File: src/rtt_pkg.sv
package rtt_pkg;

  localparam int MAX_WIDTH = 1024;
  localparam int TILE_SIDE = 4;
  localparam int TILES_MAX = MAX_WIDTH / TILE_SIDE;
  localparam int MAX_BANDS = 128;

  localparam int PIX_W  = 24;
  localparam int WORD_W = 32;
  localparam int BAND_W = $clog2(MAX_BANDS);
  localparam int TIDX_W = ($clog2(MAX_WIDTH) > 2) ? $clog2(MAX_WIDTH) - 2 : 1;
  localparam int CNT_W  = TIDX_W + 2;
  localparam int ADDR_W = CNT_W + 2;
  localparam int MEM_DEPTH = 1 << ADDR_W;

  localparam int OQ_DEPTH = 4;
  localparam int OQ_AW    = $clog2(OQ_DEPTH);
  localparam int OQ_CW    = $clog2(OQ_DEPTH + 1);

  localparam int PADDR_W = 4;
  localparam int PDATA_W = 32;

  localparam logic [1:0] REG_FORMAT  = 2'd0;
  localparam logic [1:0] REG_COLUMNS = 2'd1;
  localparam logic [1:0] REG_ROWS    = 2'd2;

  localparam logic FMT_RGB5A3 = 1'b0;
  localparam logic FMT_RGBA8  = 1'b1;

  localparam logic [7:0] ALPHA_BYTE = 8'hFF;

  typedef struct packed {
    logic              mode;
    logic [TIDX_W-1:0] last_tile;
    logic [BAND_W-1:0] last_band;
  } cfg_t;

  typedef struct packed {
    logic [TIDX_W-1:0]         tile;
    logic [3:0][PIX_W-1:0]     l3;
    logic                      frame_last;
  } req_t;

  typedef struct packed {
    logic              we;
    logic [ADDR_W-1:0] addr;
    logic [PIX_W-1:0]  data;
  } ram_wr_t;

  typedef struct packed {
    logic [WORD_W-1:0] word;
    logic              tile_end;
    logic              frame_end;
  } out_t;

endpackage

File: src/rtt_req_queue.sv
module rtt_req_queue (
  input  logic          clk,
  input  logic          rst_n,
  input  logic          push,
  input  rtt_pkg::req_t din,
  input  logic          pop,
  output rtt_pkg::req_t head,
  output logic          q_empty,
  output logic          q_full
);
  import rtt_pkg::*;

  req_t       mem_r [2];
  logic       wptr_r, wptr_nxt;
  logic       rptr_r, rptr_nxt;
  logic [1:0] cnt_r, cnt_nxt;

  always_comb begin
    wptr_nxt = push ? ~wptr_r : wptr_r;
    rptr_nxt = pop ? ~rptr_r : rptr_r;
    cnt_nxt  = cnt_r + {1'b0, push} - {1'b0, pop};
  end

  always_ff @(posedge clk) begin
    if (!rst_n) begin
      wptr_r <= 1'b0;
      rptr_r <= 1'b0;
      cnt_r  <= 2'd0;
    end else begin
      wptr_r <= wptr_nxt;
      rptr_r <= rptr_nxt;
      cnt_r  <= cnt_nxt;
    end
  end

  always_ff @(posedge clk) begin
    if (push) begin
      mem_r[wptr_r] <= din;
    end
  end

  assign head    = mem_r[rptr_r];
  assign q_empty = (cnt_r == 2'd0);
  assign q_full  = (cnt_r == 2'd2);

endmodule

File: config.mk
export PLATFORM = sky130hd
export DESIGN_NAME = rtt_req_queue
export DESIGN_NICKNAME = d
export VERILOG_FILES = /design/src/rtt_pkg.sv /design/src/rtt_req_queue.sv
export SDC_FILE = /design/constraint.sdc
export NUM_CORES = 1
export LEC_CHECK = 0
export BUFFER_PORTS_ARGS = -buffer_cell sky130_fd_sc_hd__buf_2
export CORE_UTILIZATION = 47
export DETAILED_ROUTE_END_ITERATION = 8
export GPL_TIMING_DRIVEN = 0
export PLACE_DENSITY = 0.85
export REMOVE_ABC_BUFFERS = 1
export SYNTH_ARGS = -nofsm -noshare
export SYNTH_HDL_FRONTEND = slang
export SYNTH_SLANG_ARGS = --single-unit
File: constraint.sdc
create_clock -name clk -period 6.85 [get_ports clk]
set_clock_uncertainty 0.1 [all_clocks]
set_input_delay 1.37 -clock clk [delete_from_list [all_inputs] [get_ports clk]]
set_output_delay 1.37 -clock clk [all_outputs]
set_load 0.01 [all_outputs]
==> out/metrics.csv, run 1 <==
stage,metric,value,unit
detailed_routing,WL/cell,17.5,um
timing,Worst slew margin,63.2,%
clock_network,clock tree buffer depth,3,
synth,Synth Area per Inst,23.1,sq um
final_layout,Final Cell Area,10100,sq um
placement,Port Buf Inserts,215,
clock_network,post_cts resized,0,
timing,Period minus WS final,3.47,ns
final_layout,"most common cell after layout, fill and taps aside",buf_2,
clock_network,setup bufs post-CTS,0,
clock_network,clk sink count,215,
synth,cells after synthesis,348,
die,IO Pins,216,
placement,Placed Area,9440,sq um
global_routing,GRT Overall Usage,16.3,%
clock_network,clk_lat worst skew,0.49,ns
synth,Mapped Area,8050,sq um
synth,Syn. warnings,0,
critical_path,R2R Path Start,wptr_r,
run_status,run status,finished clean,
pwr,Pwr Total,2.98,mW
final_layout,Syn-to-layout area delta,25.8,%
timing,Worst-Margin Slew,0.552,ns
timing,final hold vios,0,
global_routing,first-pass GRT wire length,22300,um
die,row cnt,47,
synth,post-synthesis sequential area ratio,79.6,%
final_layout,# fillers,1224,
critical_path,r2r setup slk,5.05,ns
job,Max Cap Viol,0,
global_routing,vias in the first global route,4291,
critical_path,kind of critical path,reg2out,
timing,fmax,0.288,GHz
placement,gp weighted congestion,0.696,
clock_network,TritonCTS clock tree,done,
synth,Yosys reg bits,215,
critical_path,Setup crit end kind,output port,
detailed_routing,drt total wl,14400,um
final_layout,"commonest cells after routing, fill and taps aside","buf_2, edfxtp_1, mux2_2",
clock_network,total CTS buffers,22,
die,Die W,133,um
synth,Yosys cell types,16,
global_routing,largest net degree at the start of global routing,70,
detailed_routing,via count,3989,
critical_path,startpoint types,register,
die,Initial Util,48.4,%
worst_hold_path,Hold Crit Start,rptr_r,
detailed_routing,residual DRC count,0,
timing,fin. max-slew vios,0,
final_layout,Final #Nets,693,
final_layout,FF/Latch Area,6410,sq um
clock_network,H-tree levels,1,
clock_network,CTS Hold Bufs,0,
global_routing,total grt overflow,0,
timing,RSZ-0062 raised after global routing,no,
timing,"Worst Setup Slack, final",3.38,ns
final_layout,share of layout cells above drive strength 1,59.9,%
placement,DP Worst Slack,3.81,ns
die,total core area,16600,sq um
worst_hold_path,min-delay worst type,reg2reg,
timing,final period utilization,50.6,%
clock_network,CTS Root Cell,clkbuf_16,
critical_path,Worst EP arrival,2.00,ns
die,Die Area,17700,sq um
detailed_routing,DR vias/cell,4.86,
critical_path,reg2reg end,mem_r[0][77],
timing,final setup fails,0,
pwr,Leak,3.92,nW
detailed_routing,initial drt markers,127,
detailed_routing,DR pass1 iterations,4,
critical_path,critical-path maximum fanout,48,
pwr,Max VDD drop,0.268,mV
global_routing,initial antenna violation count,2,
critical_path,worst reg-to-reg path cell count,4,
final_layout,area of the multi-input gates,1500,sq um
pwr,cell area power density,294,nW/um^2
worst_hold_path,hold path depth,2,
detailed_routing,Post-DRT Antenna Nets,0,
clock_network,clock slew at reported path FFs,0.06,ns
die,die height,133,um
critical_path,CP required,5.38,ns
placement,hpwl dp,9690,um
sequential cells by signal, summed over array words and instances, names as in the netlist, named ones only:
register  flops
cnt_r         2
mem_r       210
rptr_r        1
wptr_r        1
synth_stat cells:
| cell type | n | area, sq um |
|---|---|---|
| buf_12 | 5 | 100 |
| ha_1 | 2 | 25.0 |
| edfxtp_1 | 210 | 6310 |
| buf_6 | 1 | 11.3 |
| mux2_2 | 55 | 619 |
| dfxtp_1 | 5 | 100 |
| and2_1 | 4 | 25.0 |
| inv_1 | 2 | 7.51 |
| mux2_4 | 50 | 751 |
| xor2_1 | 1 | 8.76 |
| buf_8 | 1 | 15.0 |
| xnor3_1 | 1 | 22.5 |
| buf_2 | 5 | 25.0 |
| o21a_1 | 1 | 7.51 |
| nor2b_1 | 4 | 25.0 |
| nor2_1 | 1 | 3.75 |
kinds of logic (layout without fill, tap and decap cells):
kind of cell,after synthesis,in the layout,synth area share [%]
DFF,215,215,79.6
muxes,105,105,17.0
buffers and inverters,14,264,1.97
and+or+nand+nor,9,9,0.668
adders and majority gates,2,2,0.311
xor gates and xnor gates,2,2,0.388
AOI/OAI and AO/OA,1,1,0.0933
other,0,2,0
layer usage:
layer	track usage, %	wire, um	up-vias
li1	-	-	1860
met1	18.2	5330	1931
met2	28.9	7420	163
met3	5.10	1200	35
met4	6.00	421	0
met5	0	0	-
critical path: stages, from the launching register on:
cell	delay (ns)
dfxtp_4	0.61
buf_16	0.31
mux2_2	0.37
buf_2	0.15
through the flow:
stage | utilization (%) | instances | TNS (ns) | hold slack [ns]
global route | 60.9 | 820 | 0 | 0.520
floorplan | - | 336 | 0 | 0.455
detailed placement | 56.7 | 778 | 0 | 0.494
global placement | 55.6 | 771 | -239.49 | 0.465
finish | 60.9 | 820 | 0 | 0.507
CTS | 60.8 | 818 | 0 | 0.509
worst max path at each step:
stage | from | end | slack [ns] | cells after the start
finish | register | head[104] | 3.38 | 3
floorplan | push | mem_r[0][0] | 0.20 | 1
global route | register | head[38] | 3.28 | 3
detailed placement | push | mem_r[0][77] | 3.81 | 5
CTS | register | head[104] | 3.32 | 3
global placement | push | mem_r[0][18] | -2.27 | 2
power breakdown:
part	switching [mW]	total (mW)	leakage (nW)	internal (mW)
combinational	0.156	0.328	1.58	0.172
sequential	0.0252	1.55	2.01	1.52
clock	0.454	1.11	0.331	0.651
total	0.636	2.98	3.92	2.34
layout make-up:
cell class	instances	share of cell area, %
antenna	2	0.0494
clock buffer	28	5.87
timing repair buffer	222	12.4
multi-input combinational	119	14.8
tap	220	2.72
sequential	215	63.3
inverter	2	0.0741
clock inverter	12	0.828
No activity file was read; power rests on OpenSTA's default activity.
==> run 2, diff against run 1 <==
- CORE_UTILIZATION: 47 -> 50
- PLACE_DENSITY: 0.85 -> 0.86
- clock period: 6.85 -> 3.5 ns (I/O delays scaled with it)
==> run 2 against run 1 <==
Compared with the run above: non-clock buffer count decreased by 2; worst setup slack got worse by 3.0 ns; via count about the same; routed wire length decreased by 1.1%; critical endpoint is now head[19]; cell area decreased by 1.4%; global-route usage about the same; sequential cell count unchanged; highest routed layer unchanged.
==> out/metrics.csv, run 2 (synthesis results as in run 1) <==
stage,metric,value,unit,change
placement,Port Buf Inserts,215,,unchanged
final_layout,n_diodes,0,,-2
detailed_routing,Post-DRT Antenna Nets,0,,unchanged
clock_network,setup bufs post-CTS,0,,unchanged
critical_path,critical-path maximum fanout,64,,+33%
clock_network,clk_lat worst skew,0.47,ns,-0.02 ns
timing,final setup fails,0,,unchanged
critical_path,kind of critical path,reg2out,,
worst_hold_path,min-delay worst type,in2reg,,
final_layout,Final #Nets,690,,-0.43%
clock_network,CTS Hold Bufs,0,,unchanged
global_routing,first-pass GRT wire length,20500,um,-7.7%
final_layout,Final Cell Area,9980,sq um,-1.4%
placement,hpwl dp,9490,um,-2.1%
final_layout,Largest register FFs,210,,unchanged
critical_path,CP max stage delay,0.81,ns,+0.20 ns
final_layout,largest registers,"mem_r: 210 flops, cnt_r: 2 flops",,
detailed_routing,WL/cell,17.6,um,+0.61%
placement,DP Worst Slack,0.891,ns,-2.92 ns
clock_network,clock slew at reported path FFs,0.06,ns,about the same
timing,Period minus WS final,3.08,ns,
placement,Placed Area,9380,sq um,-0.72%
clock_network,post_cts resized,0,,unchanged
final_layout,Layout Cells excl Fill,806,,-1.7%
die,Die W,129,um,-3.0%
run_status,run status,finished clean,,
global_routing,total grt overflow,0,,unchanged
placement,placed insts,772,,-0.77%
detailed_routing,DR vias/cell,4.95,,+1.7%
detailed_routing,residual DRC count,0,,unchanged
clock_network,clk sink count,215,,unchanged
timing,final period utilization,88.0,%,
critical_path,CP required,2.70,ns,-2.68 ns
final_layout,"most common cell after layout, fill and taps aside",buf_2,,
timing,RSZ-0062 raised after global routing,no,,
timing,Worst-Margin Slew,0.842,ns,+0.289 ns
detailed_routing,via count,3988,,-0.025%
global_routing,initial antenna violation count,0,,-2
timing,final hold vios,0,,unchanged
die,Die Area,16600,sq um,-5.9%
final_layout,"commonest cells after routing, fill and taps aside","buf_2, edfxtp_1, mux2_2",,
die,total core area,15800,sq um,-4.9%
critical_path,Worst EP arrival,2.28,ns,+0.28 ns
final_layout,Biggest register,mem_r,,
detailed_routing,drt total wl,14200,um,-1.1%
detailed_routing,DR pass1 iterations,4,,unchanged
critical_path,startpoint types,register,,
pwr,cell area power density,568,nW/um^2,+93%
global_routing,GRT Overall Usage,16.3,%,+0.030 points
critical_path,Worst path slowest cell,dfxtp_4,,
timing,"Worst Setup Slack, final",0.421,ns,-2.96 ns
die,row cnt,46,,-2.1%
job,Max Cap Viol,0,,unchanged
final_layout,# fillers,1094,,-11%
final_layout,share of layout cells above drive strength 1,59.8,%,about the same
timing,setup_tns,0,ns,unchanged
pwr,Leak,3.86,nW,-1.6%
clock_network,H-tree levels,1,,unchanged
critical_path,worst-path cell chain,buf_16 > mux2_2 > buf_2,,
timing,fmax,0.325,GHz,
die,die height,129,um,-3.0%
die,Initial Util,50.9,%,+2.5 points
pwr,Max VDD drop,0.412,mV,+54%
detailed_routing,initial drt markers,216,,+70%
placement,gp weighted congestion,0.687,,-1.3%
clock_network,total CTS buffers,21,,-4.5%
clock_network,clock tree buffer depth,3,,unchanged
timing,fin. max-slew vios,0,,unchanged
pwr,Pwr Total,5.67,mW,+90%
die,IO Pins,216,,unchanged
clock_network,CTS Root Cell,clkbuf_16,,
global_routing,largest net degree at the start of global routing,66,,-5.7%
final_layout,Syn-to-layout area delta,24.0,%,
timing,Worst slew margin,43.8,%,-19 points
global_routing,vias in the first global route,4135,,-3.6%
critical_path,Setup crit end kind,output port,,
clock_network,TritonCTS clock tree,done,,
[run 2: cell count changes in the layout (fill, tap and decap cells not counted)]
cell / delta
buf_12: +1
clkbuf_1: +1
diode_2: -2
inv_6: -1
buf_16: -3
clkinv_1: -4
clkbuf_16: -2
[run 2: critical path: cells and delay by family, from the launching register on]
family   cells  cell delay [ns]
flops        1             0.81
buf+inv      2             0.54
mux          1             0.39
[run 2: metal layers]
metal,track usage (%),wire length (um),up-vias
met1,17.9,5390,1964
met5,0,0,-
li1,-,-,1845
met2,30.1,7450,154
met3,4.62,1090,25
met4,5.54,277,0
[run 2: per-stage QoR]
| step | hold slack, ns | util (%) |
|---|---|---|
| after floorplan | 0.455 | - |
| after global placement | 0.467 | 58.4 |
| after detailed placement | 0.487 | 59.2 |
| after CTS | 0.289 | 63.1 |
| after global routing | 0.291 | 63.1 |
| final | 0.309 | 63.1 |
[run 2: report_power, final]
| part | switching, mW | leakage [nW] | total, mW | internal (mW) |
|---|---|---|---|---|
| clock network | 0.844 | 0.297 | 2.01 | 1.17 |
| logic | 0.292 | 1.55 | 0.619 | 0.326 |
| registers | 0.0596 | 2.01 | 3.04 | 2.98 |
| total | 1.20 | 3.86 | 5.67 | 4.48 |
[run 2: worst paths after layout]
check	from	end	slack (ns)	depth (start not counted)
hold reg to reg	rptr_r	rptr_r	0.50	2
setup / recovery	register	head[19]	0.42	3
setup reg to reg	wptr_r	mem_r[0][76]	1.57	3
hold / removal	din[74]	mem_r[0][74]	0.31	1
[run 2: cell type report]
class	instances	area [sq um]	area share, %
well taps	216	270	2.71
multi-input cells	119	1500	15.0
flip-flops and latches	215	6410	64.2
repair buffers	220	1190	11.9
clock buffers	27	548	5.49
inverters	2	7.51	0.0752
clock inverters	7	60.1	0.602
