### src/rtt_pkg.sv
package rtt_pkg;

  localparam int MAX_WIDTH = 1024;
  localparam int TILE_SIDE = 4;
  localparam int TILES_MAX = MAX_WIDTH / TILE_SIDE;
  localparam int MAX_BANDS = 128;

  localparam int PIX_W  = 24;
  localparam int WORD_W = 32;
  localparam int BAND_W = $clog2(MAX_BANDS);
  localparam int TIDX_W = ($clog2(MAX_WIDTH) > 2) ? $clog2(MAX_WIDTH) - 2 : 1;
  localparam int CNT_W  = TIDX_W + 2;
  localparam int ADDR_W = CNT_W + 2;
  localparam int MEM_DEPTH = 1 << ADDR_W;

  localparam int OQ_DEPTH = 4;
  localparam int OQ_AW    = $clog2(OQ_DEPTH);
  localparam int OQ_CW    = $clog2(OQ_DEPTH + 1);

  localparam int PADDR_W = 4;
  localparam int PDATA_W = 32;

  localparam logic [1:0] REG_FORMAT  = 2'd0;
  localparam logic [1:0] REG_COLUMNS = 2'd1;
  localparam logic [1:0] REG_ROWS    = 2'd2;

  localparam logic FMT_RGB5A3 = 1'b0;
  localparam logic FMT_RGBA8  = 1'b1;

  localparam logic [7:0] ALPHA_BYTE = 8'hFF;

  typedef struct packed {
    logic              mode;
    logic [TIDX_W-1:0] last_tile;
    logic [BAND_W-1:0] last_band;
  } cfg_t;

  typedef struct packed {
    logic [TIDX_W-1:0]         tile;
    logic [3:0][PIX_W-1:0]     l3;
    logic                      frame_last;
  } req_t;

  typedef struct packed {
    logic              we;
    logic [ADDR_W-1:0] addr;
    logic [PIX_W-1:0]  data;
  } ram_wr_t;

  typedef struct packed {
    logic [WORD_W-1:0] word;
    logic              tile_end;
    logic              frame_end;
  } out_t;

endpackage

### src/rtt_front.sv
module rtt_front (
  input  logic                      clk,
  input  logic                      rst_n,
  input  rtt_pkg::cfg_t             cfg,
  input  logic                      cfg_clear,
  input  logic                      push,
  output logic                      full,
  input  logic [rtt_pkg::PIX_W-1:0] pixel,
  input  logic                      req_full,
  input  logic                      req_empty,
  input  logic                      back_busy,
  output logic                      req_push,
  output rtt_pkg::req_t             req,
  output rtt_pkg::ram_wr_t          ram_wr,
  output logic                      band_start
);
  import rtt_pkg::*;

  logic [CNT_W-1:0]  col_r, col_nxt;
  logic [1:0]        line_r, line_nxt;
  logic [BAND_W-1:0] band_r, band_nxt;
  logic [PIX_W-1:0]  pix_r [3];

  logic [CNT_W-1:0] last_col;
  logic             closes;
  logic             at_last_col;
  logic             accept;

  always_comb begin
    last_col    = {cfg.last_tile, 2'b11};
    closes      = (line_r == 2'd3) && (col_r[1:0] == 2'b11);
    at_last_col = (col_r == last_col);
    band_start  = (line_r == 2'd0) && (col_r == '0);
    full        = (closes && req_full) || (band_start && (!req_empty || back_busy));
    accept      = push && !full;
  end

  always_comb begin
    col_nxt  = col_r;
    line_nxt = line_r;
    band_nxt = band_r;
    if (cfg_clear) begin
      col_nxt  = '0;
      line_nxt = 2'd0;
      band_nxt = '0;
    end else if (accept) begin
      if (at_last_col) begin
        col_nxt = '0;
        if (line_r == 2'd3) begin
          line_nxt = 2'd0;
          band_nxt = (band_r == cfg.last_band) ? '0 : band_r + 1'b1;
        end else begin
          line_nxt = line_r + 2'd1;
        end
      end else begin
        col_nxt = col_r + 1'b1;
      end
    end
  end

  always_ff @(posedge clk) begin
    if (!rst_n) begin
      col_r  <= '0;
      line_r <= 2'd0;
      band_r <= '0;
    end else begin
      col_r  <= col_nxt;
      line_r <= line_nxt;
      band_r <= band_nxt;
    end
  end

  // fourth line of the band travels with the request
  always_ff @(posedge clk) begin
    if (accept && (line_r == 2'd3) && !closes) begin
      pix_r[col_r[1:0]] <= pixel;
    end
  end

  always_comb begin
    ram_wr.we   = accept && (line_r != 2'd3);
    ram_wr.addr = {line_r, col_r};
    ram_wr.data = pixel;

    req_push       = accept && closes;
    req.tile       = col_r[CNT_W-1:2];
    req.l3         = {pixel, pix_r[2], pix_r[1], pix_r[0]};
    req.frame_last = at_last_col && (band_r == cfg.last_band);
  end

endmodule

### config.mk
export PLATFORM = sky130hd
export DESIGN_NAME = rtt_front
export DESIGN_NICKNAME = d
export VERILOG_FILES = /design/src/rtt_pkg.sv /design/src/rtt_front.sv
export SDC_FILE = /design/constraint.sdc
export NUM_CORES = 1
export LEC_CHECK = 0
export CAP_MARGIN = 25
export CORE_ASPECT_RATIO = 0.5
export CORE_MARGIN = 2
export CORE_UTILIZATION = 55
export DETAILED_ROUTE_END_ITERATION = 10
export DONT_BUFFER_PORTS = 1
export PLACE_DENSITY = 0.68
export SKIP_LAST_GASP = 1
export SYNTH_ARGS = -nofsm -noshare
export SYNTH_HDL_FRONTEND = slang
export SYNTH_SLANG_ARGS = --single-unit
### constraint.sdc
create_clock -name clk -period 3.3 [get_ports clk]
set_clock_uncertainty 0.15 [all_clocks]
set_input_delay 0.165 -clock clk [delete_from_list [all_inputs] [get_ports clk]]
set_output_delay 0.165 -clock clk [all_outputs]
set_load 0.02 [all_outputs]
==> results.sh, run 1 <==
export IMPL_outcome="finished clean"
export IMPL_clkSinkCount=91
export IMPL_synth_main_ff_cell="edfxtp_1"
export IMPL_cts_resized=0
export IMPL_hold_path_class="input pin to flop"
export IMPL_fmax_mhz=356
export IMPL_grt_pass1_wl_um=10800
export IMPL_fillers=526
export IMPL_cts_root_buf="clkbuf_16"
export IMPL_wl_per_cell_um=19.2
export IMPL_drc=0
export IMPL_drtIter0Drc=159
export IMPL_firstDrtPassIters=4
export IMPL_end_kind="primary output"
export IMPL_fin_nets=322
export IMPL_multi_input_area_um2=906
export IMPL_rsz0062_at_grt="false"
export IMPL_required_ps=2980
export IMPL_yosys_register_bits=91
export IMPL_via_per_inst=5.58
export IMPL_cts_htree_levels=3
export IMPL_initial_utilization_pct=57.8
export IMPL_routabilityCongestion=0.702
export IMPL_grt_total_usage_pct=18.0
export IMPL_cts_buffers=9
export IMPL_rows=21
export IMPL_clock_latency_ps=330
export IMPL_async_reset_ff_share_pct=0
export IMPL_cp_arrival_ps=2500
export IMPL_ant_nets=0
export IMPL_leakage_nw=1.35
export IMPL_num_io_pins=192
export IMPL_synth_edff_count=72
export IMPL_hold_viol=0
export IMPL_place_ws_ps=608
export IMPL_final_common_cell="edfxtp_1"
export IMPL_core_area_um2=6810
export IMPL_drt_wl_total_um=7040
export IMPL_synth_top_cell_by_area="edfxtp_1"
export IMPL_synthToLayoutAreaGrowth_pct=7.31
export IMPL_setup_slack_ps=487
export IMPL_period_needed_ps=2810
export IMPL_grt_pass1_vias=2027
export IMPL_syn_inst=287
export IMPL_cts_tree="built"
export IMPL_die_h_um=63.8
export IMPL_port_buffers=0
export IMPL_postSynthNetCount=341
export IMPL_path_max_fanout=10
export IMPL_maxCapViolCount=0
export IMPL_yosysWarnings=0
export IMPL_dp_hpwl_um=4710
export IMPL_power_total_mw=2.39
export IMPL_powerDensity_nw_per_um2=567
export IMPL_worst_setup_path_type="flop to primary output"
export IMPL_fin_util_pct=62.1
export IMPL_finalCritPeriodShare_pct=85.2
export IMPL_setup_violations_final=0
export IMPL_layout_drive_gt1_share_pct=12.1
export IMPL_clk_pin_slew_ps=70
export IMPL_holdWs_ps=2.32
export IMPL_syn_avg_cell_area_um2=13.7
export IMPL_fp_dieW_um=124
export IMPL_synth_top_area_share_pct=54.9
export IMPL_relSlewSlack_pct=50.1
export IMPL_netlist_area_um2=3940
export IMPL_clock_path_buffers=2
export IMPL_register_area_um2=2540
export IMPL_fin_setup_tns_ps=0
export IMPL_irDropWorstVdd_uv=247
export IMPL_overflow=0
export IMPL_seq_area_frac_synth_pct=64.6
export IMPL_setup_worst_path_start_class="flop"
export IMPL_synth_distinct_cells=40
export IMPL_worst_slew_pin_slew_ps=742
export IMPL_grt_max_degree=25
export IMPL_antenna_found_initial=1
export IMPL_slew_viol_final=0
export IMPL_dieArea_um2=7890
export IMPL_via_count=2044
export IMPL_synthTopCellsByArea="edfxtp_1 55%, buf_4 11%, dfxtp_1 9.7%"
export IMPL_final_cell_mix="72 x edfxtp_1, 25 x dlygate4sd3_1, 20 x xnor2_1"
[where the power goes]
part | leakage (nW) | total [mW] | internal, mW | switching (mW)
logic | 0.398 | 0.0659 | 0.0340 | 0.0319
registers | 0.800 | 1.24 | 1.23 | 0.00138
clock network | 0.155 | 1.09 | 0.673 | 0.420
[final timing paths]
kind,startpoint,end,slack (ps),depth (start not counted)
max,col_r[0]$_SDFFE_PP0N_,ram_wr[36],490,7
min,push,band_r[5]$_SDFFE_PP0P_,2,3
max reg2reg,col_r[0]$_SDFFE_PP0N_,pix_r[1][1]$_DFFE_PP_,600,8
min reg2reg,band_r[6]$_SDFFE_PP0P_,band_r[6]$_SDFFE_PP0P_,360,2
[worst max-delay path, cell delays in order, from the launching register on]
cell and delay (ps):
dfxtp_1 580, inv_1 130, ha_1 240, and2_1 170
nor4bb_4 160, buf_4 180, or2_2 360, nor2_1 350
[layout make-up]
class | instances | share of cell area [%]
diodes | 1 | 0.0592
flip-flops and latches | 91 | 60.2
clock buffers | 10 | 5.42
multi-input cells | 127 | 21.4
repair buffers | 33 | 7.35
well taps | 92 | 2.73
clock inverters | 6 | 2.28
inverters | 6 | 0.533
[per-layer routing]
metal	track usage (%)	routed length [µm]	up-vias
met5	0	0	-
met4	4.83	47	0
met3	8.39	565	4
met2	29.4	3480	99
met1	21.7	2940	1004
li1	-	-	937
[state kept, by name (all words and copies together) (netlist names)]
| register | flops |
|---|---|
| pix_r | 72 |
| col_r | 10 |
| band_r | 7 |
| line_r | 2 |
[repair_timing]
| item | in CTS | in global routing |
|---|---|---|
| hold buffers | 25 | 0 |
| endpoints found under the hold margin | 77 | 0 |
| setup buffers | 0 | 0 |
| endpoints found under the setup margin | 0 | 0 |
[Yosys cell counts (2+ instances only)]
master    instances
nand4_1           2
and2_1            5
buf_6             2
clkbuf_1          2
a21oi_1           5
nor2_1           14
o22ai_1           4
buf_4            56
or3_1             6
edfxtp_1         72
dfxtp_1          19
xor2_1            4
or2_2             3
nor2b_1           2
or4b_1            2
xnor2_1          20
nor4_1            5
nand3_1           7
nor4b_1           3
a211oi_1          5
buf_2             2
ha_1              7
inv_1             6
o21ai_0           4
nand2_1          15
[cell families (layout without fill, tap and decap cells)]
| group | count (synthesis) | in the layout | synth area share (%) |
|---|---|---|---|
| other | 0 | 1 | 0 |
| XOR/XNOR | 24 | 24 | 5.34 |
| AO/OA/AOI/OAI | 21 | 21 | 3.46 |
| adder cells (fa/ha/maj) | 7 | 7 | 2.22 |
| flip-flops | 91 | 91 | 64.6 |
| AND/OR/NAND/NOR | 75 | 75 | 12.0 |
| buffers and inverters | 69 | 55 | 12.4 |
[metrics by stage]
step,cells,instance area (µm²)
2_1_floorplan,287,3940
3_3_place_gp,324,3650
3_5_place_dp,324,3650
4_1_cts,365,4220
5_1_grt,366,4220
6_report,366,4220
(Power assumes the default switching activity.)
==> inputs of run 2 (changes only) <==
--- a/config.mk
+++ b/config.mk
@@ -5,13 +5,13 @@
 export SDC_FILE = /design/constraint.sdc
 export NUM_CORES = 1
 export LEC_CHECK = 0
+export BUFFER_PORTS_ARGS = -buffer_cell sky130_fd_sc_hd__buf_2
 export CAP_MARGIN = 25
 export CORE_ASPECT_RATIO = 0.5
 export CORE_MARGIN = 2
-export CORE_UTILIZATION = 55
+export CORE_UTILIZATION = 46
 export DETAILED_ROUTE_END_ITERATION = 10
-export DONT_BUFFER_PORTS = 1
-export PLACE_DENSITY = 0.68
+export PLACE_DENSITY = 0.78
 export SKIP_LAST_GASP = 1
 export SYNTH_ARGS = -nofsm -noshare
 export SYNTH_HDL_FRONTEND = slang
==> constraint.sdc (replaced) <==
create_clock -name clk -period 3.3 [get_ports clk]
set_clock_uncertainty 0.15 [all_clocks]
set_input_delay 0.33 -clock clk [delete_from_list [all_inputs] [get_ports clk]]
set_output_delay 0.33 -clock clk [all_outputs]
set_load 0.02 [all_outputs]
==> run 2 against run 1 <==
Cell count rose by 49%. Global-route usage fell by 1.7 points. Setup slack improved by 88 ps. Total power fell by 1.4%. Maximum frequency rose by 3.2%. Core utilization fell by 2.1 points. Register-to-register slack improved by 200 ps. Clock-buffer cell count fell by 1. Worst hold slack improved by 72 ps. First-iteration DRC count fell by 31%. Final area rose by 16%.
==> results.sh, run 2 (synthesized netlist as in run 1, its figures left out) <==
export IMPL_hold_viol=0
export IMPL_powerDensity_nw_per_um2=484
export IMPL_overflow=0
export IMPL_clk_pin_slew_ps=60
export IMPL_r2r_setup_slack_ps=800
export IMPL_slew_viol_final=0
export IMPL_via_count=2540
export IMPL_drtIter0Drc=110
export IMPL_dp_hpwl_um=5430
export IMPL_routabilityCongestion=0.789
export IMPL_antenna_found_initial=0
export IMPL_setup_worst_path_start_class="flop"
export IMPL_cts_tree="built"
export IMPL_wl_per_cell_um=13.9
export IMPL_hold_path_class="input pin to flop"
export IMPL_ctsHoldBuffers=0
export IMPL_final_common_cell="buf_2"
export IMPL_postCtsSetupRepairBufs=0
export IMPL_path_max_fanout=10
export IMPL_via_per_inst=4.65
export IMPL_fin_util_pct=60.0
export IMPL_drt_wl_total_um=7590
export IMPL_required_ps=2820
export IMPL_worst_slew_pin_slew_ps=468
export IMPL_fin_nets=483
export IMPL_grt_pass1_vias=2300
export IMPL_cp_arrival_ps=2240
export IMPL_grt_total_usage_pct=16.4
export IMPL_relSlewSlack_pct=68.7
export IMPL_core_area_um2=8140
export IMPL_num_io_pins=192
export IMPL_largest_reg_flops=72
export IMPL_period_needed_ps=2720
export IMPL_end_kind="primary output"
export IMPL_port_buffers=190
export IMPL_initial_utilization_pct=48.3
export IMPL_irDropWorstVdd_uv=242
export IMPL_grt_max_degree=25
export IMPL_synthToLayoutAreaGrowth_pct=24.1
export IMPL_cts_buffers=9
export IMPL_setup_violations_final=0
export IMPL_rsz0062_at_grt="false"
export IMPL_n_antenna_cell=0
export IMPL_outcome="finished clean"
export IMPL_firstDrtPassIters=4
export IMPL_place_area_um2=4590
export IMPL_clock_latency_ps=330
export IMPL_final_area_um2=4890
export IMPL_rows=23
export IMPL_cts_root_buf="clkbuf_16"
export IMPL_clock_path_buffers=2
export IMPL_ant_nets=0
export IMPL_cts_resized=0
export IMPL_fmax_mhz=367
export IMPL_final_cell_mix="190 x buf_2, 72 x edfxtp_1, 20 x xnor2_1"
export IMPL_maxCapViolCount=0
export IMPL_finalCritPeriodShare_pct=82.6
export IMPL_drc=0
export IMPL_clkSinkCount=91
export IMPL_grt_pass1_wl_um=11800
export IMPL_dieArea_um2=9360
export IMPL_fp_dieW_um=135
export IMPL_die_h_um=69.4
export IMPL_fin_setup_tns_ps=0
export IMPL_cts_htree_levels=3
export IMPL_leakage_nw=2.00
export IMPL_layout_drive_gt1_share_pct=50.5
export IMPL_worst_setup_path_type="flop to primary output"
run 2: cell count changes in the layout (fill, tap and decap cells not counted), sizes merged:
cell	before	now
diode	1	0
inv	8	6
dlygate4sd3	25	0
clkbuf	10	9
bufinv	2	1
buf	8	194
clkinv	1	5
run 2: through the flow:
stage	power (mW)	hold WS, ps	setup WS, ps	cells
3_3_place_gp	1.41	339	836	530
2_1_floorplan	1.38	279	475	287
4_1_cts	2.39	58.9	573	546
5_1_grt	2.45	61.9	421	546
3_5_place_dp	1.41	344	802	530
6_report	2.36	74.6	575	546
run 2: where the power goes:
group          switching, mW  total (mW)  internal (mW)
registers           0.000683        1.24           1.24
logic                 0.0931       0.147         0.0543
clock network          0.396       0.979          0.583
run 2: routing by layer:
metal | global-route usage (%) | part of all wire (%)
met5 | 0 | 0
met4 | 6.90 | 1.9
met3 | 4.90 | 4.8
met2 | 28.3 | 52
met1 | 19.2 | 41
run 2: final timing paths:
path                          startpoint                     end  cells past startpoint
setup / recovery   col_r[0]$_SDFFE_PP0N_                req_push                      8
hold / removal                 pixel[16]  pix_r[1][16]$_DFFE_PP_                      1
setup reg to reg   col_r[0]$_SDFFE_PP0N_   pix_r[0][6]$_DFFE_PP_                      8
hold reg to reg   band_r[6]$_SDFFE_PP0P_  band_r[6]$_SDFFE_PP0P_                      2
run 2: final cells by class:
cell class,instances,area (µm²)
clock buffer,9,225
clock inverter,7,68.8
fill,655,3260
inverter,6,22.5
multi-input combinational,127,906
sequential,91,2540
tap,112,140
timing repair buffer,194,981
run 2: worst max-delay path: stages, from the launching register on:
cell and delay (ps):
dfxtp_1 430, inv_1 90, ha_1 210, and2_1 170
nor4bb_4 160, buf_4 180, nor3b_1 330, and2_1 180
buf_2 160
