### src/rtt_pkg.sv
package rtt_pkg;

  localparam int MAX_WIDTH = 1024;
  localparam int TILE_SIDE = 4;
  localparam int TILES_MAX = MAX_WIDTH / TILE_SIDE;
  localparam int MAX_BANDS = 128;

  localparam int PIX_W  = 24;
  localparam int WORD_W = 32;
  localparam int BAND_W = $clog2(MAX_BANDS);
  localparam int TIDX_W = ($clog2(MAX_WIDTH) > 2) ? $clog2(MAX_WIDTH) - 2 : 1;
  localparam int CNT_W  = TIDX_W + 2;
  localparam int ADDR_W = CNT_W + 2;
  localparam int MEM_DEPTH = 1 << ADDR_W;

  localparam int OQ_DEPTH = 4;
  localparam int OQ_AW    = $clog2(OQ_DEPTH);
  localparam int OQ_CW    = $clog2(OQ_DEPTH + 1);

  localparam int PADDR_W = 4;
  localparam int PDATA_W = 32;

  localparam logic [1:0] REG_FORMAT  = 2'd0;
  localparam logic [1:0] REG_COLUMNS = 2'd1;
  localparam logic [1:0] REG_ROWS    = 2'd2;

  localparam logic FMT_RGB5A3 = 1'b0;
  localparam logic FMT_RGBA8  = 1'b1;

  localparam logic [7:0] ALPHA_BYTE = 8'hFF;

  typedef struct packed {
    logic              mode;
    logic [TIDX_W-1:0] last_tile;
    logic [BAND_W-1:0] last_band;
  } cfg_t;

  typedef struct packed {
    logic [TIDX_W-1:0]         tile;
    logic [3:0][PIX_W-1:0]     l3;
    logic                      frame_last;
  } req_t;

  typedef struct packed {
    logic              we;
    logic [ADDR_W-1:0] addr;
    logic [PIX_W-1:0]  data;
  } ram_wr_t;

  typedef struct packed {
    logic [WORD_W-1:0] word;
    logic              tile_end;
    logic              frame_end;
  } out_t;

endpackage

### src/rtt_back.sv
module rtt_back (
  input  logic                       clk,
  input  logic                       rst_n,
  input  rtt_pkg::cfg_t              cfg,
  input  rtt_pkg::req_t              req_head,
  input  logic                       req_empty,
  output logic                       req_pop,
  output logic                       busy,
  output logic [rtt_pkg::ADDR_W-1:0] raddr_a,
  output logic [rtt_pkg::ADDR_W-1:0] raddr_b,
  input  logic [rtt_pkg::PIX_W-1:0]  rdata_a,
  input  logic [rtt_pkg::PIX_W-1:0]  rdata_b,
  input  logic                       pop,
  output logic                       empty,
  output rtt_pkg::out_t              head
);
  import rtt_pkg::*;

  logic             active_r, active_nxt;
  logic [3:0]       k_r, k_nxt;
  req_t             cur_r;

  logic             s1_v_r;
  logic             s1_y3_r;
  logic             s1_half_r;
  logic             s1_end_r;
  logic             s1_frame_r;
  logic [PIX_W-1:0] s1_a3_r;
  logic [PIX_W-1:0] s1_b3_r;

  out_t             oq_r [OQ_DEPTH];
  logic [OQ_AW-1:0] oq_wp_r, oq_rp_r;
  logic [OQ_CW-1:0] oq_cnt_r, oq_cnt_nxt;

  logic [OQ_CW:0]   occ;
  logic             issue;
  logic             done;
  logic             load;
  logic [3:0]       last_k;
  logic [1:0]       y;
  logic             p;
  logic             pop_ok;
  logic [PIX_W-1:0] ta, tb;
  out_t             word;

  always_comb begin
    occ     = {1'b0, oq_cnt_r} + {{OQ_CW{1'b0}}, s1_v_r};
    issue   = active_r && (occ < (OQ_CW + 1)'(OQ_DEPTH));
    last_k  = (cfg.mode == FMT_RGBA8) ? 4'd15 : 4'd7;
    done    = issue && (k_r == last_k);
    load    = !req_empty && (!active_r || done);
    req_pop = load;
    busy    = active_r;

    active_nxt = load ? 1'b1 : (done ? 1'b0 : active_r);
    k_nxt      = load ? 4'd0 : (issue ? k_r + 4'd1 : k_r);

    y       = k_r[2:1];
    p       = k_r[0];
    raddr_a = {y, cur_r.tile, p, 1'b0};
    raddr_b = {y, cur_r.tile, p, 1'b1};
  end

  always_ff @(posedge clk) begin
    if (!rst_n) begin
      active_r <= 1'b0;
      k_r      <= 4'd0;
      s1_v_r   <= 1'b0;
    end else begin
      active_r <= active_nxt;
      k_r      <= k_nxt;
      s1_v_r   <= issue;
    end
  end

  always_ff @(posedge clk) begin
    if (load) begin
      cur_r <= req_head;
    end
    if (issue) begin
      s1_y3_r    <= (y == 2'd3);
      s1_half_r  <= k_r[3];
      s1_end_r   <= (k_r == last_k);
      s1_frame_r <= (k_r == last_k) && cur_r.frame_last;
      s1_a3_r    <= cur_r.l3[{p, 1'b0}];
      s1_b3_r    <= cur_r.l3[{p, 1'b1}];
    end
  end

  always_comb begin
    ta = s1_y3_r ? s1_a3_r : rdata_a;
    tb = s1_y3_r ? s1_b3_r : rdata_b;
    if (cfg.mode == FMT_RGB5A3) begin
      word.word = {1'b1, ta[14:0], 1'b1, tb[14:0]};
    end else if (!s1_half_r) begin
      word.word = {ALPHA_BYTE, ta[23:16], ALPHA_BYTE, tb[23:16]};
    end else begin
      word.word = {ta[15:0], tb[15:0]};
    end
    word.tile_end  = s1_end_r;
    word.frame_end = s1_frame_r;
  end

  always_comb begin
    pop_ok     = pop && !empty;
    oq_cnt_nxt = oq_cnt_r + OQ_CW'(s1_v_r) - OQ_CW'(pop_ok);
  end

  always_ff @(posedge clk) begin
    if (!rst_n) begin
      oq_wp_r  <= '0;
      oq_rp_r  <= '0;
      oq_cnt_r <= '0;
    end else begin
      if (s1_v_r) begin
        oq_wp_r <= oq_wp_r + 1'b1;
      end
      if (pop_ok) begin
        oq_rp_r <= oq_rp_r + 1'b1;
      end
      oq_cnt_r <= oq_cnt_nxt;
    end
  end

  always_ff @(posedge clk) begin
    if (s1_v_r) begin
      oq_r[oq_wp_r] <= word;
    end
  end

  assign empty = (oq_cnt_r == '0);
  assign head  = oq_r[oq_rp_r];

endmodule

### config.mk
export PLATFORM = sky130hd
export DESIGN_NAME = rtt_back
export DESIGN_NICKNAME = d
export VERILOG_FILES = /design/src/rtt_pkg.sv /design/src/rtt_back.sv
export SDC_FILE = /design/constraint.sdc
export NUM_CORES = 1
export LEC_CHECK = 0
export BUFFER_PORTS_ARGS = -buffer_cell sky130_fd_sc_hd__clkbuf_2
export CORE_MARGIN = 5
export CORE_UTILIZATION = 30
export CTS_BUF_LIST = sky130_fd_sc_hd__clkbuf_8
export CTS_CLUSTER_SIZE = 8
export DETAILED_ROUTE_END_ITERATION = 10
export PLACE_DENSITY = 0.55
export SLEW_MARGIN = 25
export SYNTH_ARGS = -nofsm -noshare
export SYNTH_HDL_FRONTEND = slang
export SYNTH_SLANG_ARGS = --single-unit
### constraint.sdc
create_clock -name clk -period 8.04 [get_ports clk]
set_input_delay 0.402 -clock clk [delete_from_list [all_inputs] [get_ports clk]]
set_output_delay 0.402 -clock clk [all_outputs]
set_load 0.02 [all_outputs]
==> insert_results.sql, run 1 <==
INSERT INTO impl_metrics (metric_group, metric, value, unit) VALUES
('status', 'status', 'finished clean', ''),
('route', 'remaining_drc_errors', '0', ''),
('timing', 'worst_clock_skew', '0.01685', 'ns'),
('logic_synthesis', 'synth_top_family_by_area', 'multiplexers', ''),
('timing', 'final_min_period_over_clock_period', '45.59', '%'),
('grt', 'grtUsageTotal', '12.65', '%'),
('route', 'drt_first_iter_violations', '280', ''),
('clocking', 'clockRootBuffer', 'sky130_fd_sc_hd__clkbuf_8', ''),
('route', 'drtPass1Iterations', '4', ''),
('worst_setup_path', 'critPathMaxFanout', '106', ''),
('logic_synthesis', 'post_synth.cell_area_avg', '21.07', 'um2'),
('route', 'avgViaCountPerCell', '4.264', ''),
('power_and_ir_drop', 'peakVddDrop', '0.0001397', 'V'),
('layout', 'final_common_cell', 'sky130_fd_sc_hd__edfxtp_1', ''),
('logic_synthesis', 'synth_seq_cells', '308', ''),
('min_path', 'worstHoldStart', 'req_empty', ''),
('clocking', 'clock_network_latency_to_the_later_pin_of_the_worst_skew_pair', '0.61', 'ns'),
('timing', 'max_clock_freq', '272.8', 'MHz'),
('worst_setup_path', 'critPathKind', 'flip-flop to output port', ''),
('clocking', 'cts_max_level', '2', ''),
('clocking', 'cts.sinks', '308', ''),
('logic_synthesis', 'yosysWarnings', '0', ''),
('floorplanning', 'coreArea', '38740', 'um2'),
('place', 'place_hpwl', '16490', 'um'),
('min_path', 'hold_path_depth', '3', ''),
('route', 'drt_wl_total', '27280', 'um'),
('layout', 'syn_to_final_growth', '31.33', '%'),
('logic_synthesis', 'fraction_of_the_mapped_netlist_area_in_adder_cells', '1.018', '%'),
('timing', 'timing_worst_slew_pin_value', '0.8413', 'ns'),
('route', 'vias', '6212', ''),
('run', 'drv.max_cap_violation_count', '0', ''),
('route', 'routed_wire_length_per_instance', '18.72', 'um'),
('place', 'finalWeightedCongestion', '0.7046', ''),
('logic_synthesis', 'mappedNetlistNets', '742', ''),
('logic_synthesis', 'synth_simple_gate_area_share', '2.301', '%'),
('timing', 'report.final.hold_viol_count', '0', ''),
('worst_setup_path', 'worst-r2r-setup-slack', '5.29', 'ns'),
('clocking', 'cts_hold_repair.buffers', '105', ''),
('min_path', 'min_path_type', 'input port to flip-flop', ''),
('timing', 'maxSlewViolCount', '0', ''),
('worst_setup_path', 'timing.critical_path.to_type', 'output port', ''),
('logic_synthesis', 'post_synth_mux_area_share', '15.57', '%'),
('logic_synthesis', 'yosysUniqueCellTypes', '38', ''),
('worst_setup_path', 'timing.rr.start', 'k_r[0]', ''),
('power_and_ir_drop', 'leakage_power_summed_over_all_cells', '5.661', 'nW'),
('grt', 'antenna_found_initial', '2', ''),
('clocking', 'post_cts_buffers', '0', ''),
('place', 'port_bufs', '216', ''),
('floorplanning', 'die-area', '43400', 'um2'),
('route', 'drt.antenna.violating_nets', '0', ''),
('floorplanning', 'starting_utilization_of_the_core_area', '30.46', '%'),
('layout', 'design.final.nets', '1080', ''),
('floorplanning', 'die_y', '208.3', 'um'),
('timing', 'relSlewSlack', '43.91', '%'),
('logic_synthesis', 'post_synth_inst_count', '560', ''),
('grt', 'first_global_vias', '7000', ''),
('timing', 'final.setup.tns', '0', 'ns'),
('layout', 'drive_gt1_share', '43.60', '%'),
('floorplanning', 'floorplan.io_pins', '234', ''),
('power_and_ir_drop', 'power.density_cell_area', '259.9', 'nW/um2'),
('clocking', 'clock_transition_at_the_registers_of_the_reported_paths', '0.06', 'ns'),
('logic_synthesis', 'post_synth_xor_area_fraction', '0.3712', '%'),
('worst_setup_path', 'worst_setup_path_startpoint', 'k_r[0]', ''),
('timing', 'period_minus_slack', '3.666', 'ns'),
('logic_synthesis', 'netlist_area', '11800', 'um2'),
('worst_setup_path', 'setup.worst_path.start_class', 'flip-flop', ''),
('clocking', 'cts-buffers-inserted', '55', ''),
('floorplanning', 'num_rows', '72', ''),
('clocking', 'tritoncts', 'yes', ''),
('min_path', 'hold_end', 'busy', ''),
('clocking', 'bufs_on_longest_clock_path', '3', '');
[routing by layer]
metal  wire length (um)  part of all wire [%]  global-route usage (%)  vias up
met5                 11                 0.040                       0        -
met2              13070                    48                   20.25      186
met3               1717                   6.3                   3.992       55
met1              11760                    43                   16.32     3063
met4                725                   2.7                   4.507        2
li1                   -                     -                       -     2906
[Yosys cell counts (all sizes together)]
| library cell | number | share of area [%] |
|---|---|---|
| edfxtp | 293 | 75 |
| mux4 | 50 | 9.5 |
| mux2 | 48 | 4.6 |
| buf | 35 | 2.0 |
| nand2 | 19 | 0.60 |
| mux2i | 17 | 1.4 |
| dfxtp | 15 | 2.5 |
| and2 | 14 | 0.74 |
| clkbuf | 12 | 0.38 |
| ha | 8 | 0.85 |
| inv | 8 | 0.25 |
| nor2 | 4 | 0.13 |
| xor2 | 3 | 0.22 |
| a21oi | 2 | 0.085 |
| and3 | 2 | 0.11 |
| conb | 2 | 0.064 |
| nand2b | 2 | 0.11 |
| nand3 | 2 | 0.085 |
| nor2b | 2 | 0.11 |
| nor3 | 2 | 0.085 |
| o21a | 2 | 0.13 |
| o21ai | 2 | 0.085 |
| o22ai | 2 | 0.11 |
| or3 | 2 | 0.15 |
| xnor2 | 2 | 0.15 |
| a31o | 1 | 0.074 |
| a31oi | 1 | 0.053 |
| fa | 1 | 0.17 |
| nand3b | 1 | 0.064 |
| nand4 | 1 | 0.053 |
| nand4b | 1 | 0.074 |
| o211a | 1 | 0.085 |
| o221a | 1 | 0.17 |
| o221ai | 1 | 0.074 |
| o31a | 1 | 0.085 |
[report_power, final]
part,internal (W),switching [W],total [W]
combinational,0.000312,0.000357,0.000669
clock,0.000753,0.000641,0.00139
sequential,0.00190,0.0000665,0.00196
total,0.00296,0.00106,0.00403
[worst max-delay path, cell delays in order (launching register included)]
cell and delay [ns]:
sky130_fd_sc_hd__dfxtp_4 0.88, sky130_fd_sc_hd__ha_1 0.32, sky130_fd_sc_hd__nand2_1 0.08, sky130_fd_sc_hd__nor2_1 0.21, sky130_fd_sc_hd__a21oi_1 0.15, sky130_fd_sc_hd__nor2_4 0.14, sky130_fd_sc_hd__buf_12 0.41, sky130_fd_sc_hd__clkbuf_2 0.28
[metrics by stage]
step	utilization (%)	total power [W]	std cells	setup WS (ns)	instance area (um2)
after detailed placement	34.54	0.002651	1253	5.007	13380
after global routing	40.00	0.004244	1457	4.061	15490
final	40.00	0.004027	1457	4.374	15490
after floorplan	-	0.002418	560	1.659	11800
after CTS	39.94	0.004120	1455	4.299	15470
after global placement	34.39	0.002641	1251	4.991	13320
[registers in the layout, summed over array words and instances, names as in the netlist, 2 cells and up, named ones only]
register,flops
s1_b3_r,24
oq_cnt_r,3
oq_rp_r,2
s1_a3_r,24
oq_r,136
cur_r,97
raddr_a,8
k_r,4
oq_wp_r,2
[cell type report]
type / instances / area (um2)
flip-flops and latches: 308 / 9107
multi-input cells: 197 / 2422
fillers: 3489 / 23240
repair buffers: 328 / 2245
diodes: 1 / 2.502
inverters: 8 / 30.03
well taps: 518 / 648.1
clock inverters: 40 / 255.2
clock buffers: 57 / 784.5
[cell families after synthesis]
kind of cell / after synthesis
AND/OR/NAND/NOR: 52
adder cells (fa/ha/maj): 9
flip-flops: 308
multiplexers: 115
buffers and inverters: 55
other: 2
AO/OA/AOI/OAI: 14
XOR/XNOR: 5
[worst max path at each step]
stage	endpoint
finish	req_pop
global route	req_pop
CTS	req_pop
detailed placement	req_pop
global placement	req_pop
floorplan	cur_r[0]
No activity file was read; power rests on OpenSTA's default activity.
==> run 2, diff against run 1 <==
- clock period: 8.04 -> 3.8 ns (I/O delays scaled with it)
==> run 2 against run 1 <==
Effect of this change: total power up 110%; setup slack worse by 3.7 ns; die area unchanged; design area up 2.3%; sequential power up 110%; register-to-register slack worse by 4.1 ns; critical path depth down 1; sequential share of layout area down 1.3 points; worst hold slack worse by 0.071 ns; sequential cell count unchanged; critical endpoint unchanged.
==> insert_results.sql, run 2 (synthesis results as in run 1) <==
INSERT INTO impl_metrics (metric_group, metric, value, unit) VALUES
('timing', 'max_clock_freq', '315.9', 'MHz'),
('floorplanning', 'coreArea', '38740', 'um2'),
('grt', 'first_pass_grt_wire_length', '42410', 'um'),
('power_and_ir_drop', 'power.density_cell_area', '533.5', 'nW/um2'),
('layout', 'syn_to_final_growth', '34.41', '%'),
('worst_setup_path', 'timing.rr.end', 'oq_r[0][9]', ''),
('worst_setup_path', 'critPathKind', 'flip-flop to output port', ''),
('timing', 'timing_worst_slew_pin_value', '0.8022', 'ns'),
('clocking', 'clock_network_latency_to_the_later_pin_of_the_worst_skew_pair', '0.62', 'ns'),
('clocking', 'tritoncts', 'yes', ''),
('clocking', 'clockRootBuffer', 'sky130_fd_sc_hd__clkbuf_8', ''),
('layout', 'fill_cells', '3502', ''),
('grt', 'antenna_found_initial', '2', ''),
('floorplanning', 'num_rows', '72', ''),
('floorplanning', 'die-width', '208.3', 'um'),
('worst_setup_path', 'worst-r2r-setup-slack', '1.19', 'ns'),
('status', 'status', 'finished clean', ''),
('floorplanning', 'die_y', '208.3', 'um'),
('worst_setup_path', 'cpMaxStageDelayCell', 'sky130_fd_sc_hd__dfxtp_1', ''),
('place', 'detailedPlace.worstSlack', '1.296', 'ns'),
('layout', 'largest_register_ffs', '136', ''),
('route', 'vias', '6375', ''),
('clocking', 'bufs_on_longest_clock_path', '3', ''),
('grt', 'overflow', '0', ''),
('worst_setup_path', 'ff2ff_path_depth', '3', ''),
('timing', 'fin_ws', '0.6342', 'ns'),
('place', 'port_bufs', '216', ''),
('route', 'drt_first_iter_violations', '286', ''),
('layout', 'largestRegisters', 'oq_r x136, cur_r x97', ''),
('timing', 'final_min_period_over_clock_period', '83.31', '%'),
('run', 'drv.max_cap_violation_count', '0', ''),
('timing', 'grt_setup_unrepaired', 'no', ''),
('worst_setup_path', 'required', '3.61', 'ns'),
('worst_setup_path', 'setup.worst_path.start_class', 'flip-flop', ''),
('worst_setup_path', 'timing.critical_path.to_type', 'output port', ''),
('place', 'place_hpwl', '16640', 'um'),
('grt', 'maximum_number_of_pins_on_one_net_before_global_route_repair', '107', ''),
('power_and_ir_drop', 'totalPowerFinal', '0.008461', 'W'),
('route', 'avgViaCountPerCell', '4.244', ''),
('layout', 'final_common_cell', 'sky130_fd_sc_hd__edfxtp_1', ''),
('layout', 'final_cell_mix', 'sky130_fd_sc_hd__edfxtp_1, sky130_fd_sc_hd__clkbuf_2, sky130_fd_sc_hd__dlygate4sd3_1, sky130_fd_sc_hd__clkbuf_8, sky130_fd_sc_hd__mux4_2', ''),
('clocking', 'clock_transition_at_the_registers_of_the_reported_paths', '0.05', 'ns'),
('worst_setup_path', 'critPathMaxFanout', '106', ''),
('layout', 'drive_gt1_share', '40.63', '%'),
('layout', 'seqCellArea', '9107', 'um2'),
('clocking', 'cts_max_level', '2', ''),
('timing', 'maxSlewViolCount', '0', ''),
('power_and_ir_drop', 'leakage_power_summed_over_all_cells', '5.799', 'nW'),
('route', 'routed_wire_length_per_instance', '18.19', 'um'),
('grt', 'first_global_vias', '7246', ''),
('floorplanning', 'starting_utilization_of_the_core_area', '30.46', '%'),
('min_path', 'hold_path_depth', '2', ''),
('worst_setup_path', 'crit_chain', 'nand4_1 -> o221ai_1 -> a21oi_1 -> nor2_4 -> buf_12 -> clkbuf_2', ''),
('timing', 'final.setup.tns', '0', 'ns'),
('clocking', 'cts-buffers-inserted', '54', ''),
('route', 'drt_wl_total', '27320', 'um'),
('clocking', 'cts.sinks', '308', ''),
('worst_setup_path', 'timing.rr.start', 's1_y3_r', ''),
('timing', 'relSlewSlack', '46.52', '%'),
('layout', 'multi_input_area', '2424', 'um2'),
('layout', 'largest-register', 'oq_r', ''),
('worst_setup_path', 'worst-endpoint-arrival', '2.98', 'ns'),
('timing', 'report.final.hold_viol_count', '0', ''),
('min_path', 'hold_end', 'oq_r[2][2]', ''),
('grt', 'grtUsageTotal', '12.70', '%'),
('power_and_ir_drop', 'peakVddDrop', '0.0002218', 'V'),
('worst_setup_path', 'crit_path_max_incr_delay', '0.53', 'ns'),
('layout', 'design.final.nets', '1122', ''),
('timing', 'setup_viol_count_final', '0', ''),
('route', 'drt.antenna.violating_nets', '0', ''),
('timing', 'period_minus_slack', '3.166', 'ns'),
('floorplanning', 'floorplan.io_pins', '234', ''),
('clocking', 'post_cts_buffers', '0', ''),
('min_path', 'min_path_type', 'input port to flip-flop', ''),
('min_path', 'worstHoldStart', 'rdata_b[0]', ''),
('timing', 'worst_clock_skew', '0.02446', 'ns'),
('route', 'remaining_drc_errors', '0', ''),
('place', 'finalWeightedCongestion', '0.7207', ''),
('floorplanning', 'die-area', '43400', 'um2'),
('route', 'drtPass1Iterations', '5', '');
==> run 2: changes by cell type in the layout (fill, tap and decap cells not counted), sizes merged <==
cell	previous run	this run
diode	1	2
buf	7	6
clkinv	18	21
bufinv	3	2
inv	25	26
dlygate4sd3	105	149
clkbuf	273	271
==> run 2: worst max path at each step <==
stage / start / end / cells after the start
after floorplan: oq_cnt_r[2] / s1_a3_r[0] / 4
after global placement: s1_v_r / req_pop / 6
after detailed placement: oq_cnt_r[1] / req_pop / 7
after CTS: oq_cnt_r[1] / req_pop / 7
after global routing: s1_v_r / req_pop / 6
final: s1_v_r / req_pop / 6
==> run 2: area by class of cell <==
type / count / share of cell area, %
Antenna cell: 2 / 0.03156
Clock buffer: 55 / 4.773
Clock inverter: 43 / 1.467
Inverter: 8 / 0.1893
Multi-Input combinational cell: 197 / 15.28
Sequential cell: 308 / 57.43
Tap cell: 518 / 4.087
Timing Repair Buffer: 371 / 16.74
==> run 2: metrics by stage <==
step                area [um2]  cells  hold WS [ns]  util, %
floorplan                11810    560        0.2889        -
global placement         13360   1253        0.3667    34.49
detailed placement       13370   1253        0.3686    34.50
CTS                      15850   1500     0.0004943    40.91
global route             15860   1502       0.01872    40.94
finish                   15860   1502       0.07445    40.94
==> run 2: report_power, final <==
group	leakage, nW	internal, W	total [W]	switching, W
sequential	2.84	0.00401	0.00418	0.000164
clock	0.564	0.00148	0.00281	0.00134
combinational	2.40	0.000723	0.00147	0.000746
total	5.80	0.00621	0.00846	0.00225
==> run 2: metal layers <==
layer / global-route usage, % / vias up / wire (um) / share of wire (%)
met1: 16.09 / 3151 / 11640 / 43
met4: 4.258 / 0 / 665 / 2.4
met5: 0 / - / 0 / 0
li1: - / 2991 / - / -
met3: 3.766 / 56 / 1592 / 5.8
met2: 20.95 / 177 / 13420 / 49
==> run 2: critical path, delay by kind of cell (launching register included) <==
family	cells	cell delay, ns
DFF	1	0.53
and+or+nand+nor	2	0.33
buffers and inverters	2	0.70
AOI/OAI and AO/OA	2	0.66
==> run 2: timing repair <==
action / 4_1_cts / 5_1_grt
gates resized for setup: 0 / 0
hold endpoints to repair: 228 / 0
endpoints found under the setup margin: 0 / 0
hold buffers: 149 / 0
